--- src/rtl/tcc_pkg.sv ---
// ----------------------------------------------------------------------------
// tcc_pkg
// Shared types and constants of the triangle circumcircle block.
// ----------------------------------------------------------------------------
package tcc_pkg;

  // Corner coordinate width (unsigned integer pixels)
  localparam int COORD_BITS = 12;
  // Default number of fraction bits on the results
  localparam int FRAC_BITS_DEF = 8;
  // Result field width
  localparam int OUT_W = 24;
  // Radius square quotient is capped at 2^YCAP_SHIFT, the first value that
  // always clips the radius
  localparam int YCAP_SHIFT = 2 * (OUT_W + 1);
  // Root bits produced by the square root pipe
  localparam int SQ_W = YCAP_SHIFT / 2;

  // One input beat: the three corners
  typedef struct packed {
    logic [COORD_BITS-1:0] ax;
    logic [COORD_BITS-1:0] ay;
    logic [COORD_BITS-1:0] bx;
    logic [COORD_BITS-1:0] by_coord;
    logic [COORD_BITS-1:0] cx;
    logic [COORD_BITS-1:0] cy;
  } corners_t;

  // One result beat
  typedef struct packed {
    logic signed [OUT_W-1:0] center_x;
    logic signed [OUT_W-1:0] center_y;
    logic [OUT_W-1:0]        circle_radius;
    logic                    degenerate;
    logic                    saturated;
  } result_t;

endpackage

--- src/rtl/tcc_sqrt.sv ---
// ----------------------------------------------------------------------------
// tcc_sqrt
// Pipelined integer square root, one root bit per stage (floor of root).
// A tag rides alongside.
// ----------------------------------------------------------------------------
module tcc_sqrt
  import tcc_pkg::*;
#(
  parameter int R_W = 25,
  parameter int T_W = 1
) (
  input  logic             clk,
  input  logic [2*R_W-1:0] y,
  input  logic [T_W-1:0]   tag,
  output logic [R_W-1:0]   root,
  output logic [T_W-1:0]   tag_out
);

  logic [R_W+1:0]   rem [R_W+1];
  logic [R_W-1:0]   rt  [R_W+1];
  logic [2*R_W-1:0] ys  [R_W+1];
  logic [T_W-1:0]   tg  [R_W+1];

  assign rem[0] = '0;
  assign rt[0]  = '0;
  assign ys[0]  = y;
  assign tg[0]  = tag;

  for (genvar k = 0; k < R_W; k++) begin : g_stage
    logic [R_W+3:0] trial;
    logic [R_W+3:0] tst;
    logic [R_W+3:0] diff;
    logic           ge;

    // Bring down two radicand bits and test root*4+1
    always_comb begin
      trial = {rem[k], ys[k][2*R_W-1 -: 2]};
      tst   = (R_W+4)'({rt[k], 2'b01});
      diff  = trial - tst;
      ge    = (trial >= tst);
    end

    // Advance remainder, root and tag
    always_ff @(posedge clk) begin
      rem[k+1] <= ge ? diff[R_W+1:0] : trial[R_W+1:0];
      rt[k+1]  <= {rt[k][R_W-2:0], ge};
      ys[k+1]  <= {ys[k][2*R_W-3:0], 2'b00};
      tg[k+1]  <= tg[k];
    end
  end

  assign root    = rt[R_W];
  assign tag_out = tg[R_W];

endmodule

--- config.mk ---
export PLATFORM = sky130hd
export DESIGN_NAME = tcc_sqrt
export DESIGN_NICKNAME = d
export VERILOG_FILES = /design/src/rtl/tcc_pkg.sv /design/src/rtl/tcc_sqrt.sv
export SDC_FILE = /design/constraint.sdc
export NUM_CORES = 2
export LEC_CHECK = 0
export ABC_CLOCK_PERIOD_IN_PS = 5900
export BUFFER_PORTS_ARGS = -buffer_cell sky130_fd_sc_hd__buf_2
export CAP_MARGIN = 20
export CORE_ASPECT_RATIO = 1.2
export CORE_MARGIN = 3
export CORE_UTILIZATION = 30
export CTS_CLUSTER_SIZE = 30
export DETAILED_ROUTE_END_ITERATION = 8
export PLACE_DENSITY = 0.51
export SLEW_MARGIN = 0
export SYNTH_ARGS = -nofsm -noshare
export SYNTH_HDL_FRONTEND = slang
export SYNTH_SLANG_ARGS = --single-unit
--- constraint.sdc ---
create_clock -name clk -period 5.9 [get_ports clk]
set_input_delay 1.18 -clock clk [delete_from_list [all_inputs] [get_ports clk]]
set_output_delay 1.18 -clock clk [all_outputs]
set_load 0.1 [all_outputs]
After elaboration in Yosys (flattened, before gate mapping)
Index checks and enable logic that the tools add are counted.
{ "classes": {"add_sub_neg": 24, "n_mul": 0, "n_div": 0, "magnitude_cmp": 25, "eq_ne": 0, "shift": 0, "muxes": 24, "bitwise_logic": 0, "n_reduce_logical": 0} }
{ "ops": {"columns": ["cell", "n"], "rows": [
  ["two-way mux 27 bit", 23],
  [">= comparator 29 x 10 -> 1 bit", 1],
  [">= comparator 29 x 11 -> 1 bit", 1],
  [">= comparator 29 x 12 -> 1 bit", 1],
  [">= comparator 29 x 13 -> 1 bit", 1],
  [">= comparator 29 x 14 -> 1 bit", 1],
  [">= comparator 29 x 15 -> 1 bit", 1],
  [">= comparator 29 x 16 -> 1 bit", 1],
  [">= comparator 29 x 17 -> 1 bit", 1],
  [">= comparator 29 x 18 -> 1 bit", 1],
  [">= comparator 29 x 19 -> 1 bit", 1],
  [">= comparator 29 x 20 -> 1 bit", 1],
  [">= comparator 29 x 21 -> 1 bit", 1],
  [">= comparator 29 x 22 -> 1 bit", 1],
  [">= comparator 29 x 23 -> 1 bit", 1],
  [">= comparator 29 x 24 -> 1 bit", 1],
  [">= comparator 29 x 25 -> 1 bit", 1],
  [">= comparator 29 x 26 -> 1 bit", 1],
  [">= comparator 29 x 3 -> 1 bit", 1],
  [">= comparator 29 x 4 -> 1 bit", 1],
  [">= comparator 29 x 5 -> 1 bit", 1],
  [">= comparator 29 x 6 -> 1 bit", 1],
  [">= comparator 29 x 7 -> 1 bit", 1],
  [">= comparator 29 x 8 -> 1 bit", 1],
  ["other kinds (27)", 27]
]} }
{ "word_totals": {"reg_bits": 1574, "latchBits": 0, "mem_bits_rw": 0, "romBits": 0, "input_bits": 52, "wordCells": 172, "memories": 0} }

Longest topological paths before layout
{ "logic_depth": {"word_depth": 2, "ltp_mapped": 14, "mapped_depth_nobuf": 12} }

Worst setup path before layout
No wires, ideal clock.
{ "synth_timing": {"path_type": "register to register", "startpoint": "register rt, in the netlist g_stage[22].tst[2]", "endpoint": "register rem, in the netlist g_stage[23].trial[14]", "t_arrival_ns": 2.820, "t_required_ns": 5.779, "path_slack_ns": 2.959, "stages_incl_launch_ff": 12, "path_buffers": 1, "path_cell_list": "dfxtp_1 -> inv_1 -> ha_1 -> o21ai_0 -> a211oi_1 -> a31oi_1 -> o21ai_1 -> o21a_1 -> nor2_1 -> o211ai_1 -> clkbuf_1 -> mux2_2"} }
{ "synth_via": {"elab_chain_cells": 2} }
{ "synth_rtl": {"columns": ["item", "line", "rtl"], "rows": [
  ["start: declaration", "tcc_sqrt.sv:20", "logic [R_W-1:0] rt [R_W+1];"],
  ["start signal: indexed assignment", "tcc_sqrt.sv:46", "rt[k+1] <= {rt[k][R_W-2:0], ge};"],
  ["subtractor 27 x 24 -> 27 bit / >= comparator 29 x 24 -> 1 bit (equally long branches)", "tcc_sqrt.sv:39, tcc_sqrt.sv:40", null],
  ["two-way mux 27 bit *", "tcc_sqrt.sv:45", "rem[k+1] <= ge ? diff[R_W+1:0] : trial[R_W+1:0];"],
  ["end signal: indexed assignment", "tcc_sqrt.sv:45", null],
  ["end: declaration", "tcc_sqrt.sv:19", "logic [R_W+1:0] rem [R_W+1];"]
]} }
Every way passes the cells marked *; elsewhere a longest branch is shown, timed or not.
A chain may end at the register's enable or synchronous reset.

Final worst setup path
{ "layout_timing": {"startpoint": "register rt, in the netlist g_stage[22].tst[2]", "endpoint": "register rem, in the netlist g_stage[23].trial[28]"} }
Same word-level chain as after synthesis.

==> summary.md <==
| Metric | Value |
|---|---|
| Count of final hold-check violations | 0 |
| Longest Clk Path Bufs | 3 |
| Total power of the final layout | 0.0286 W |
| Switching fraction of total power | between 20% and 30% |
| Top_reg_cell synth | sky130_fd_sc_hd__dfxtp_1 |
| Share of synthesized area occupied by flip-flops and latches | 55.5% |
| Share of the clock period used by the worst path | 61.1% |
| Die outline width | 402 um |
| Via count of the first global-routing pass | 36900 |
| Post-detailed-placement half-perimeter wirelength | about 80000 um |
| Crit path max fanout | 4 |
| Layout cells sized above 1 | 8.63% |
| Site Rows | 173 |
| Synth area leader | sky130_fd_sc_hd__dfxtp_1 |
| Number of placed I/O pins | 78 |
| Final routed wirelength across all metal layers | 109000 um |
| Number of endpoints failing setup at the final stage | 0 |
| Max Freq | 277 MHz |
| Proportion of netlist area held by the largest area contributor | 55.5% |
| Crit start category | register |
| First-pass iteration count of the detailed router | 5 |
| Vias per inst | 4.45 |
| Worst skew pair latency | 800 ps |
| Slew at the pin closest to its max-slew limit | a little over 1000 ps |
| Post-DR wirelength/cell | between 10 and 15 um |
| Slowest cell on the critical path | sky130_fd_sc_hd__o311ai_0 |
| Total vias in the final route | 36600 |
| CTS tree | yes |
| Part of the total power dissipated in combinational logic | 14.6% |
| EDFF count, synth | 0 |
| Clock net sink count | about 1600 |
| Maximum level of the CTS H-tree | 4 |
| Relative contribution of the clock network to total power | a little under 40% |
| Relative area change from synthesis to final layout | 16.6% |
| Ordered list of cells on the worst path | inv_1 -> ha_1 -> nor2b_1 -> o31a_1 -> o311ai_0 -> a21oi_1 -> a221oi_1 -> o211ai_1 -> o21ai_0 -> nand3_1 -> xnor2_1 |
| Delay of the slowest cell on the worst path | between 600 and 700 ps |
| Height of the die | 481 um |
| CTS Root Cell | sky130_fd_sc_hd__clkbuf_16 |
| Endpoint type of the worst setup path | register |
| Status | finished clean |
| Pre-CTS setup slack | 1980 ps |
| Remaining routing DRC violations | 0 |
| Number of nets in the finished design | around 6000 |
| Number of distinct library cells after synthesis | 93 |
| Setup repair after global routing missed its margin | no |
| Total power divided by cell area | roughly 440 mW/mm^2 |
| Share of synthesized flip-flops with an asynchronous set or reset | 0% |
| Starting density of the core | a little under a third |
| Leakage power | 30.2 nW |
| Setup_tns | 0 ps |
| Count of antenna diodes in the layout | 0 |
| Worst setup skew after layout | 41.2 ps |
| Post-synth net total | a little under 6000 |
| Core area | 0.186 mm^2 |
| Overall global routing resource usage | 11.1% |
| Number of instances resized during post-cts repair | 0 |
| Num CTS Buffers | 163 |
| Top cell types by occurrence after synthesis | sky130_fd_sc_hd__dfxtp_1, sky130_fd_sc_hd__inv_1, sky130_fd_sc_hd__a21oi_1, sky130_fd_sc_hd__nor2_1, sky130_fd_sc_hd__ha_1 |
| Post-layout worst setup margin | 2290 ps |
| Cell-internal power | 0.0210 W |
| Routability Congestion | 0.906 |
| Library cell with the highest instance count after synthesis | sky130_fd_sc_hd__dfxtp_1 |
| Max-slew violation total from the final report | 0 |
| Path category of the worst min-delay check | register to register |
| Total of hold buffers inserted after clock tree synthesis | 0 |
| Reported max-cap violation count | 0 |
| Number of warning messages in the yosys log | 0 |
| Endpoint required time on the critical path | 6540 ps |
| Post-CTS setup buffer count | 0 |
| Critical path class | register to register |
| Flops & latches, synth | 1561 |
| R2R Setup Slk | 2290 ps |
| Seq pwr share | between 40 and 50% |
| Port Buffer Count | 77 |
| Clock Pin Slew Worst Setup and Hold Paths | 60 ps |
| Data arrival time of the worst path | 4250 ps |
| Mapped Cells | 5458 |
| Remaining Overflow, GRT | 0 |
| Time the final worst path needs with I/O delays and setup | between 3000 and 4000 ps |
| Synthesized cell area | 0.0564 mm^2 |
| Wire length of the first global-routing pass | about 180000 um |
| VDD IR-drop max | between 0.2 and 0.3 mV |
| Number of routed nets with antenna violations | 0 |
| DRT iter0 DRCs | 1308 |
| Power spent charging and discharging nets | around 0.0077 W |
| Cell types occupying the most area after synthesis | sky130_fd_sc_hd__dfxtp_1, sky130_fd_sc_hd__ha_1, sky130_fd_sc_hd__xnor2_1, sky130_fd_sc_hd__xor2_1, sky130_fd_sc_hd__a21oi_1 |
| Remaining max-slew budget at the tightest pin | 30.9% |
| Average cell area after synthesis | between 10 and 15 um^2 |
| Maximum number of pins on one net before global-route repair | 44 |
| Floorplan die area | slightly below 0.2 mm^2 |
| Initial antenna violation count | 0 |
[final cells by class]
cell class	instances	area (um^2)
Inverter	426	1600
Multi-Input combinational cell	3378	23200
Clock inverter	85	1380
Tap cell	2450	3070
Clock buffer	218	4660
Timing Repair Buffer	94	546
Fill cell	18500	120000
Sequential cell	1561	31300
[critical path: cells and delay by family (launching register included)]
family	cells	cell delay, ps
DFF	1	330
and+or+nand+nor	2	300
adders and majority gates	1	330
buffers and inverters	1	40
xor gates and xnor gates	1	150
AOI/OAI and AO/OA	6	2310
[path summary, 6_finish.rpt]
| check | cells past startpoint | start | to |
|---|---|---|---|
| max | 11 | g_stage[22].tst[2]$_DFF_P_ | g_stage[23].trial[28]$_DFF_P_ |
| min | 0 | ys[970]$_DFF_P_ | ys[922]$_DFF_P_ |
| max reg2reg | 11 | g_stage[22].tst[2]$_DFF_P_ | g_stage[23].trial[28]$_DFF_P_ |
| min reg2reg | 0 | ys[970]$_DFF_P_ | ys[922]$_DFF_P_ |
[flip-flops by register name, indices dropped and copies added, names as in the netlist]
register       flops
tag_out            1
g_stage.trial    659
g_stage.tst      300
ys               552
tg                24
root              25
[kinds of logic after synthesis]
| logic type | synth area share [%] |
|---|---|
| flip-flops | 55.5 |
| AND/OR/NAND/NOR | 12.5 |
| AO/OA/AOI/OAI | 11.7 |
| buffers and inverters | 3.49 |
| XOR/XNOR | 7.58 |
| adder cells (fa/ha/maj) | 7.82 |
| multiplexers | 1.52 |
| other | 0.00665 |
[layout by cell type, fill, tap and decap left out, drive strengths merged, types with 14 or more instances in the layout]
cell and instances:
a211o 15, a211oi 26, a21o 117, a21oi 366, a31oi 30, and3 32
buf 93, bufinv 26, clkbuf 218, clkinv 47, dfxtp 1561, ha 352
inv 428, mux2 68, nand2 315, nand2b 70, nand3 90, nand4 58
nor2 358, nor2b 61, nor3 153, nor3b 14, nor4 53, o211ai 15
o21a 74, o21ai 241, o21bai 26, o31ai 32, or2 36, or3 63
or4 29, xnor2 256, xor2 232
[power groups by stage]
stage | sequential, W | combinational [W] | clock, W
finish | 0.0134 | 0.00419 | 0.0110
floorplan | 0.0133 | 0.00334 | 0
global route | 0.0136 | 0.00473 | 0.0119
detailed placement | 0.0136 | 0.00418 | 0
global placement | 0.0137 | 0.00415 | 0
CTS | 0.0134 | 0.00422 | 0.0115
[metrics by stage]
step / std cells / utilization, % / area (um^2) / hold slack, ps
after floorplan: 5458 / - / 56400 / 310
after global placement: 7906 / 32.1 / 59600 / 309
after detailed placement: 7906 / 32.1 / 59600 / 312
after CTS: 8209 / 35.3 / 65600 / 299
after global routing: 8212 / 35.3 / 65700 / 310
final: 8212 / 35.3 / 65700 / 302
[metal layers]
metal	global-route usage (%)	vias up	wire length, um
met5	0	-	0
met4	5.80	0	5190
met3	2.22	298	3580
met2	20.3	542	54200
met1	11.9	16700	45600
li1	-	19000	-
Note: power is estimated with default switching activity, not from simulation.
